[src/rtl/core/assert_macros.svh]
// Assertion macros for the nearest tile search RTL.
`ifndef ASSERT_MACROS_SVH
`define ASSERT_MACROS_SVH

`ifndef NO_ASSERTIONS
// Same-cycle implication, checked on every rising edge outside reset.
`define NTKS_ASSERT_IMPL(lbl, clk_s, rst_s, ante, cons) \
  lbl: assert property (@(posedge clk_s) disable iff (rst_s) (ante) |-> (cons)) \
    else $error("same-cycle check failed");
// Next-cycle implication, checked on every rising edge outside reset.
`define NTKS_ASSERT_NEXT(lbl, clk_s, rst_s, ante, cons) \
  lbl: assert property (@(posedge clk_s) disable iff (rst_s) (ante) |=> (cons)) \
    else $error("next-cycle check failed");
`else
`define NTKS_ASSERT_IMPL(lbl, clk_s, rst_s, ante, cons)
`define NTKS_ASSERT_NEXT(lbl, clk_s, rst_s, ante, cons)
`endif

`endif

[src/rtl/core/ntks_pkg.sv]
// Shared types and constants for the nearest tile of kind search.
package ntks_pkg;

  localparam int MAX_COLUMNS = 64;
  localparam int MAX_ROWS    = 64;
  localparam int COL_W       = $clog2(MAX_COLUMNS);
  localparam int ROW_W       = $clog2(MAX_ROWS);
  localparam int IDX_W       = (COL_W > ROW_W) ? COL_W : ROW_W;
  localparam int ADDR_W      = ROW_W + COL_W;
  localparam int DEPTH       = 1 << ADDR_W;

  localparam int CFG_W       = 7;
  localparam int SIZE_W      = 16;
  localparam int KIND_W      = 2;
  localparam int Q_W         = 24;
  localparam int COORD_W     = 22;
  localparam int DIFF_W      = 24;
  localparam int SQ_W        = 2 * DIFF_W;
  localparam int DIST_W      = SQ_W + 1;
  localparam int PROD_W      = IDX_W + SIZE_W;

  localparam logic [COORD_W-1:0] COORD_MAX = {COORD_W{1'b1}};

  localparam int CFG_IDX_W = 2;
  localparam logic [CFG_IDX_W-1:0] CFG_COLUMNS   = 2'd0;
  localparam logic [CFG_IDX_W-1:0] CFG_ROWS      = 2'd1;
  localparam logic [CFG_IDX_W-1:0] CFG_TILE_SIZE = 2'd2;

  typedef enum logic {
    CMD_WRITE = 1'b0,
    CMD_QUERY = 1'b1
  } cmd_t;

  typedef enum logic [2:0] {
    ST_CLEAR,
    ST_IDLE,
    ST_SCAN,
    ST_DRAIN,
    ST_DONE
  } state_t;

  // Candidate tile handed to the distance pipeline.
  typedef struct packed {
    logic               valid;
    logic [COORD_W-1:0] cx;
    logic [COORD_W-1:0] cy;
  } dist_in_t;

  // Finished candidate plus pipeline occupancy.
  typedef struct packed {
    logic               valid;
    logic               pending;
    logic [DIST_W-1:0]  sq_dist;
    logic [COORD_W-1:0] cx;
    logic [COORD_W-1:0] cy;
  } dist_out_t;

endpackage

[src/rtl/core/ntks_dist_pipe.sv]
// Three-stage squared distance pipeline: absolute difference, square, sum.
module ntks_dist_pipe (
  input  logic                              clk,
  input  logic                              rst,
  input  ntks_pkg::dist_in_t                din,
  input  logic signed [ntks_pkg::Q_W-1:0]   qx,
  input  logic signed [ntks_pkg::Q_W-1:0]   qy,
  output ntks_pkg::dist_out_t               dout
);
  import ntks_pkg::*;

  function automatic logic [DIFF_W-1:0] abs_diff(input logic [COORD_W-1:0] c,
                                                 input logic signed [Q_W-1:0] q);
    logic [Q_W:0] d;
    d = {{(Q_W + 1 - COORD_W){1'b0}}, c} - {q[Q_W-1], q};
    if (d[Q_W]) begin
      return DIFF_W'(-d);
    end
    return DIFF_W'(d);
  endfunction

  logic               a_valid;
  logic [DIFF_W-1:0]  a_dx;
  logic [DIFF_W-1:0]  a_dy;
  logic [COORD_W-1:0] a_cx;
  logic [COORD_W-1:0] a_cy;

  logic               b_valid;
  logic [SQ_W-1:0]    b_dx2;
  logic [SQ_W-1:0]    b_dy2;
  logic [COORD_W-1:0] b_cx;
  logic [COORD_W-1:0] b_cy;

  logic               c_valid;
  logic [DIST_W-1:0]  c_dist;
  logic [COORD_W-1:0] c_cx;
  logic [COORD_W-1:0] c_cy;

  always_ff @(posedge clk) begin
    if (rst) begin
      a_valid <= 1'b0;
      b_valid <= 1'b0;
      c_valid <= 1'b0;
    end else begin
      a_valid <= din.valid;
      b_valid <= a_valid;
      c_valid <= b_valid;
    end
  end

  always_ff @(posedge clk) begin
    a_dx   <= abs_diff(din.cx, qx);
    a_dy   <= abs_diff(din.cy, qy);
    a_cx   <= din.cx;
    a_cy   <= din.cy;
    b_dx2  <= SQ_W'(a_dx) * SQ_W'(a_dx);
    b_dy2  <= SQ_W'(a_dy) * SQ_W'(a_dy);
    b_cx   <= a_cx;
    b_cy   <= a_cy;
    c_dist <= DIST_W'(b_dx2) + DIST_W'(b_dy2);
    c_cx   <= b_cx;
    c_cy   <= b_cy;
  end

  always_comb begin
    dout.valid   = c_valid;
    dout.pending = a_valid | b_valid | c_valid;
    dout.sq_dist = c_dist;
    dout.cx      = c_cx;
    dout.cy      = c_cy;
  end

endmodule

[config.mk]
export PLATFORM = sky130hd
export DESIGN_NAME = ntks_dist_pipe
export DESIGN_NICKNAME = d
export VERILOG_FILES = /design/src/rtl/core/assert_macros.svh /design/src/rtl/core/ntks_pkg.sv /design/src/rtl/core/ntks_dist_pipe.sv
export SDC_FILE = /design/constraint.sdc
export NUM_CORES = 2
export LEC_CHECK = 0
export ABC_AREA = 1
export BUFFER_PORTS_ARGS = -buffer_cell sky130_fd_sc_hd__buf_2
export CAP_MARGIN = 5
export CORE_ASPECT_RATIO = 2
export CORE_MARGIN = 2
export CORE_UTILIZATION = 39
export CTS_BUF_LIST = sky130_fd_sc_hd__clkbuf_2
export DETAILED_ROUTE_END_ITERATION = 8
export HOLD_SLACK_MARGIN = 0.02
export PLACE_DENSITY = 0.61
export SYNTH_ARGS = -nofsm -noshare
export SYNTH_HDL_FRONTEND = slang
export SYNTH_SLANG_ARGS = --single-unit
[constraint.sdc]
create_clock -name clk -period 6.65 [get_ports clk]
set_input_delay 1.33 -clock clk [delete_from_list [all_inputs] [get_ports clk]]
set_output_delay 1.33 -clock clk [all_outputs]
set_load 0.03 [all_outputs]
# ---- After elaboration in Yosys (flattened, before gate mapping)
# Index checks and enable logic that the tools add are counted.
dict set report op_classes {
  n_addsub 5
  multipliers 2
  n_mux 6
  bitwise_logic 2
}
# cell count
set ops {}
lappend ops {{24-bit by 24-bit multiplier with 48-bit output} 2}
lappend ops {{24-bit 2-to-1 mux} 4}
lappend ops {{23-bit by 24-bit subtractor with 25-bit output} 2}
lappend ops {{48-bit by 48-bit adder with 49-bit output} 1}
lappend ops {{24-bit negation} 2}
lappend ops {{1-bit 2-to-1 mux} 2}
lappend ops {{1-bit bitwise OR} 2}
dict set report totals {
  register_bits 328
  input_bits 95
  out_inout_bits 95
  elab_cells 29
}

# ---- Longest topological paths before layout
dict set report depth {
  word_depth 4
  ltp_mapped 31
  depth_no_buf 30
}

# ---- Worst setup path after synthesis
# No wires, ideal clock.
dict set report synth_timing {
  kind {reg2reg}
  from {reg a_dy[14]}
  to {reg b_dy2[40]}
  setup_ns 0.072
  t_arrival_ns 6.123
  setup_slack_ns 0.455
  stages_incl_launch_ff 27
  synth_period_minus_slack_ns 6.195
  path_cell_list {dfxtp_1 clkbuf_1 nand2_1 fa_1 inv_1 fa_1 inv_1 fa_1 inv_1 fa_1 inv_1 fa_1 inv_1 fa_1 inv_1 fa_1 inv_1 ha_1 nand2_1 nor2_1 inv_1 nor4_1 a21oi_1 o21bai_1 nand2_1 nand2_1 xor2_1}
}
dict set report synth_via {
  elab_chain_cells 1
}
# element line
set synth_rtl {}
lappend synth_rtl {{start, declared} ntks_dist_pipe.sv:24} ;# logic [DIFF_W-1:0] a_dy;
lappend synth_rtl {{start signal, assigned} ntks_dist_pipe.sv:53} ;# a_dy <= abs_diff(din.cy, qy);
lappend synth_rtl {{24-bit by 24-bit multiplier with 48-bit output} ntks_dist_pipe.sv:57} ;# b_dy2 <= SQ_W'(a_dy) * SQ_W'(a_dy);
lappend synth_rtl {{end signal, assigned} ntks_dist_pipe.sv:57}
lappend synth_rtl {{end, declared} ntks_dist_pipe.sv:30} ;# logic [SQ_W-1:0] b_dy2;
# Every way passes these cells.
# A chain may end at the register's enable or synchronous reset.

# ---- Worst setup path after layout
dict set report layout_timing {
  from {reg a_dy[8]}
  to {reg b_dy2[47]}
}
# The elaborated chain is that of the path after synthesis.

==> impl_metrics.json <==
{
  "outcome": "complete, no violations",
  "reg2reg_from": "a_dy[8]",
  "vias": 36660,
  "syn_area_per_cell_sq_um": 8.042,
  "synth_cell_types": 50,
  "clock.fmax_mhz": 156.5,
  "finalHoldViolCount": 0,
  "timing.final.crit_period_ns": 6.390,
  "rows": 181,
  "cp_max_fo": 12,
  "crit_start": "a_dy[8]",
  "start_kind": "register",
  "numCtsBuffers": 83,
  "hold_buffers": 0,
  "cts.root.buffer_cell": "clkbuf_2",
  "gp_congestion": 0.9358,
  "synth.yosys.warnings": 0,
  "utilization_pct": 43.74,
  "synth.area.top_cells": "fa_1 (36%), inv_1 (14%), dfxtp_1 (14%)",
  "cap_violations": 0,
  "slew_violations": 0,
  "final_net_count": 7692,
  "ys_seq_area_share_pct": 13.75,
  "viasPerCell": 4.631,
  "hp-class": "input port to register",
  "synth.net_count": 7294,
  "overflow": 0,
  "antenna_found_initial": 5,
  "synth_flop_cell": "dfxtp_1",
  "drt-total-wl_mm": 116.3,
  "required_ns": 7.68,
  "cts_tree": "yes",
  "core-area_sq_um": 121200,
  "grt_use_total_pct": 19.36,
  "clockBufferDepth": 3,
  "grt_pass1_vias": 38840,
  "slew_headroom_pct": 48.02,
  "synth-edff-count": 0,
  "r2r_slack_ns": 0.26,
  "crit_end": "b_dy2[47]",
  "dr.pass1.iters": 6,
  "drive_gt1_share_pct": 10.21,
  "critPathCaptureType": "register",
  "dp_hpwl_mm": 100.5,
  "io_pins": 190,
  "dieArea_sq_um": 124700,
  "layout_common_cells": "inv_1 (1767), nand2_1 (1218), fa_1 (845), ha_1 (440), dfxtp_1 (298)",
  "finalSetupTns_ns": 0,
  "synthArstFlopShare_pct": 0,
  "clock_latency_ns": 1.23,
  "port_buffers": 189,
  "r2r_end": "b_dy2[47]",
  "grt_pass1_wl_mm": 194.4,
  "finClkSkew_ns": 0.1552,
  "cts_num_sinks": 326,
  "setup_violations": 0,
  "synthesis.area_sq_um": 47480,
  "crit_type": "register to register",
  "h-tree-depth": 3,
  "drc_errors": 0,
  "ant_nets": 0,
  "drtIter0Drc": 1984,
  "die-height_um": 497.4,
  "initial_core_util_pct": 39.19,
  "synth-seq-cells": 326,
  "wire_per_inst_um": 14.69,
  "grt_max_degree": 28,
  "die_w_um": 250.7,
  "synth_area_leader_cell": "fa_1",
  "tightestPinTransition_ns": 0.7726,
  "synthToLayoutAreaGrowth_pct": 11.63,
  "worstRegToRegCells": 27,
  "path_clk_slew_ns": 0.13,
  "synthCells": 5904,
  "rsz0062_at_grt": "true",
  "arrival_ns": 7.42,
  "final_common_cell": "inv_1",
  "yosysTopAreaCellShare_pct": 35.63,
  "finalCritPeriodShare_pct": 96.10
}
-- sequential cells by signal, summed over array words and instances, names as in the netlist --
register	count
b_dy2	47
a_cx	22
c_cy	22
b_cx	22
a_cy	22
b_cy	22
c_valid	1
a_dy	24
b_dx2	47
b_valid	1
a_valid	1
a_dx	24
c_dist	49
c_cx	22
-- cell type report --
cell class / instances / area (sq um)
sequential: 326 / 6586
tap: 1555 / 1946
antenna: 2 / 5.005
fill: 12140 / 68160
inverter: 1773 / 6655
clock inverter: 34 / 242.7
timing repair buffer: 420 / 2950
multi-input combinational: 3698 / 34080
clock buffer: 108 / 540.5
-- cells in the mapped netlist, types with 2 or more instances --
| cell | count |
|---|---|
| a211oi_1 | 2 |
| a21boi_0 | 5 |
| a21boi_1 | 4 |
| a21o_1 | 29 |
| a21oi_1 | 190 |
| a21oi_2 | 2 |
| a21oi_4 | 2 |
| a31oi_1 | 45 |
| and3_1 | 4 |
| buf_2 | 4 |
| clkbuf_1 | 102 |
| dfxtp_1 | 326 |
| fa_1 | 845 |
| ha_1 | 450 |
| inv_1 | 1767 |
| inv_2 | 6 |
| nand2_1 | 1220 |
| nand2_2 | 11 |
| nand3_1 | 137 |
| nand3_2 | 4 |
| nand3b_1 | 14 |
| nand4_1 | 33 |
| nor2_1 | 295 |
| nor2_2 | 8 |
| nor2_4 | 2 |
| nor3_1 | 12 |
| nor4_1 | 17 |
| o211ai_1 | 2 |
| o21a_1 | 10 |
| o21ai_0 | 114 |
| o21ai_1 | 15 |
| o21bai_1 | 21 |
| o21bai_2 | 2 |
| o221ai_1 | 2 |
| or2_2 | 3 |
| xnor2_1 | 69 |
| xor2_1 | 117 |
-- worst min path at each step --
stage	startpoint	cells past startpoint	end	slack, ns
floorplan	a_cx[0]	0	b_cx[0]	0.31
global placement	b_cx[3]	0	c_cx[3]	0.31
detailed placement	a_cx[0]	0	b_cx[0]	0.31
CTS	din[0]	1	a_cy[0]	0.05
global route	din[2]	1	a_cy[2]	0.11
finish	din[2]	1	a_cy[2]	0.24
-- what timing repair did --
item                       4_1_cts  5_1_grt
gates resized for setup          9       68
setup buffers                    0        1
setup endpoints to repair       10       46
gates cloned                     0        1
pin swaps                        0        4
-- per-layer routing --
metal / vias up / wire [um] / part of all wire, % / global-route usage, %
met2: 826 / 56700 / 49 / 33.44
li1: 18060 / - / - / -
met3: 187 / 5422 / 4.7 / 2.405
met5: - / 0 / 0 / 0
met1: 17580 / 51050 / 44 / 25.44
met4: 0 / 3101 / 2.7 / 5.254
-- kinds of logic (layout without fill, tap and decap cells) --
group	count (synthesis)	in the layout	synth area share (%)
AND/OR/NAND/NOR	1765	1765	15.00
adder cells (fa/ha/maj)	1295	1295	47.49
XOR/XNOR	187	187	3.465
flip-flops	326	326	13.75
other	0	2	0
buffers and inverters	1880	2335	14.88
AO/OA/AOI/OAI	451	451	5.418
-- worst max-delay path: stages, from the launching register on --
cell and delay, ns:
dfxtp_4 0.41, clkbuf_16 0.19, nand2_1 0.07, inv_1 0.09, fa_1 0.54, inv_1 0.05
fa_1 0.49, inv_1 0.05, fa_1 0.47, inv_1 0.05, fa_1 0.49, inv_1 0.05
fa_1 0.50, fa_1 0.50, inv_1 0.05, fa_1 0.50, inv_1 0.07, ha_4 0.29
nand2_1 0.10, nor2_2 0.14, inv_1 0.07, nor2_2 0.13, inv_1 0.09, nor4_4 0.31
nand3_1 0.13, nand3_2 0.11, a21oi_1 0.07, xor2_1 0.14
-- stage by stage --
step                      cells  cell area, sq um  hold WS [ns]  setup slack, ns
final                      7916             53000        0.2358           0.2595
after global routing       7916             53000        0.1055         -0.06334
after CTS                  7912             52710       0.05242          0.01363
after detailed placement   7770             51920        0.3121         0.007753
after global placement     7770             51920        0.3100          0.03206
after floorplan            5904             47480        0.3096           0.4554
Power is not shown: default switching activity piles up to over one toggle a cycle in this logic, so the estimate is an artifact.
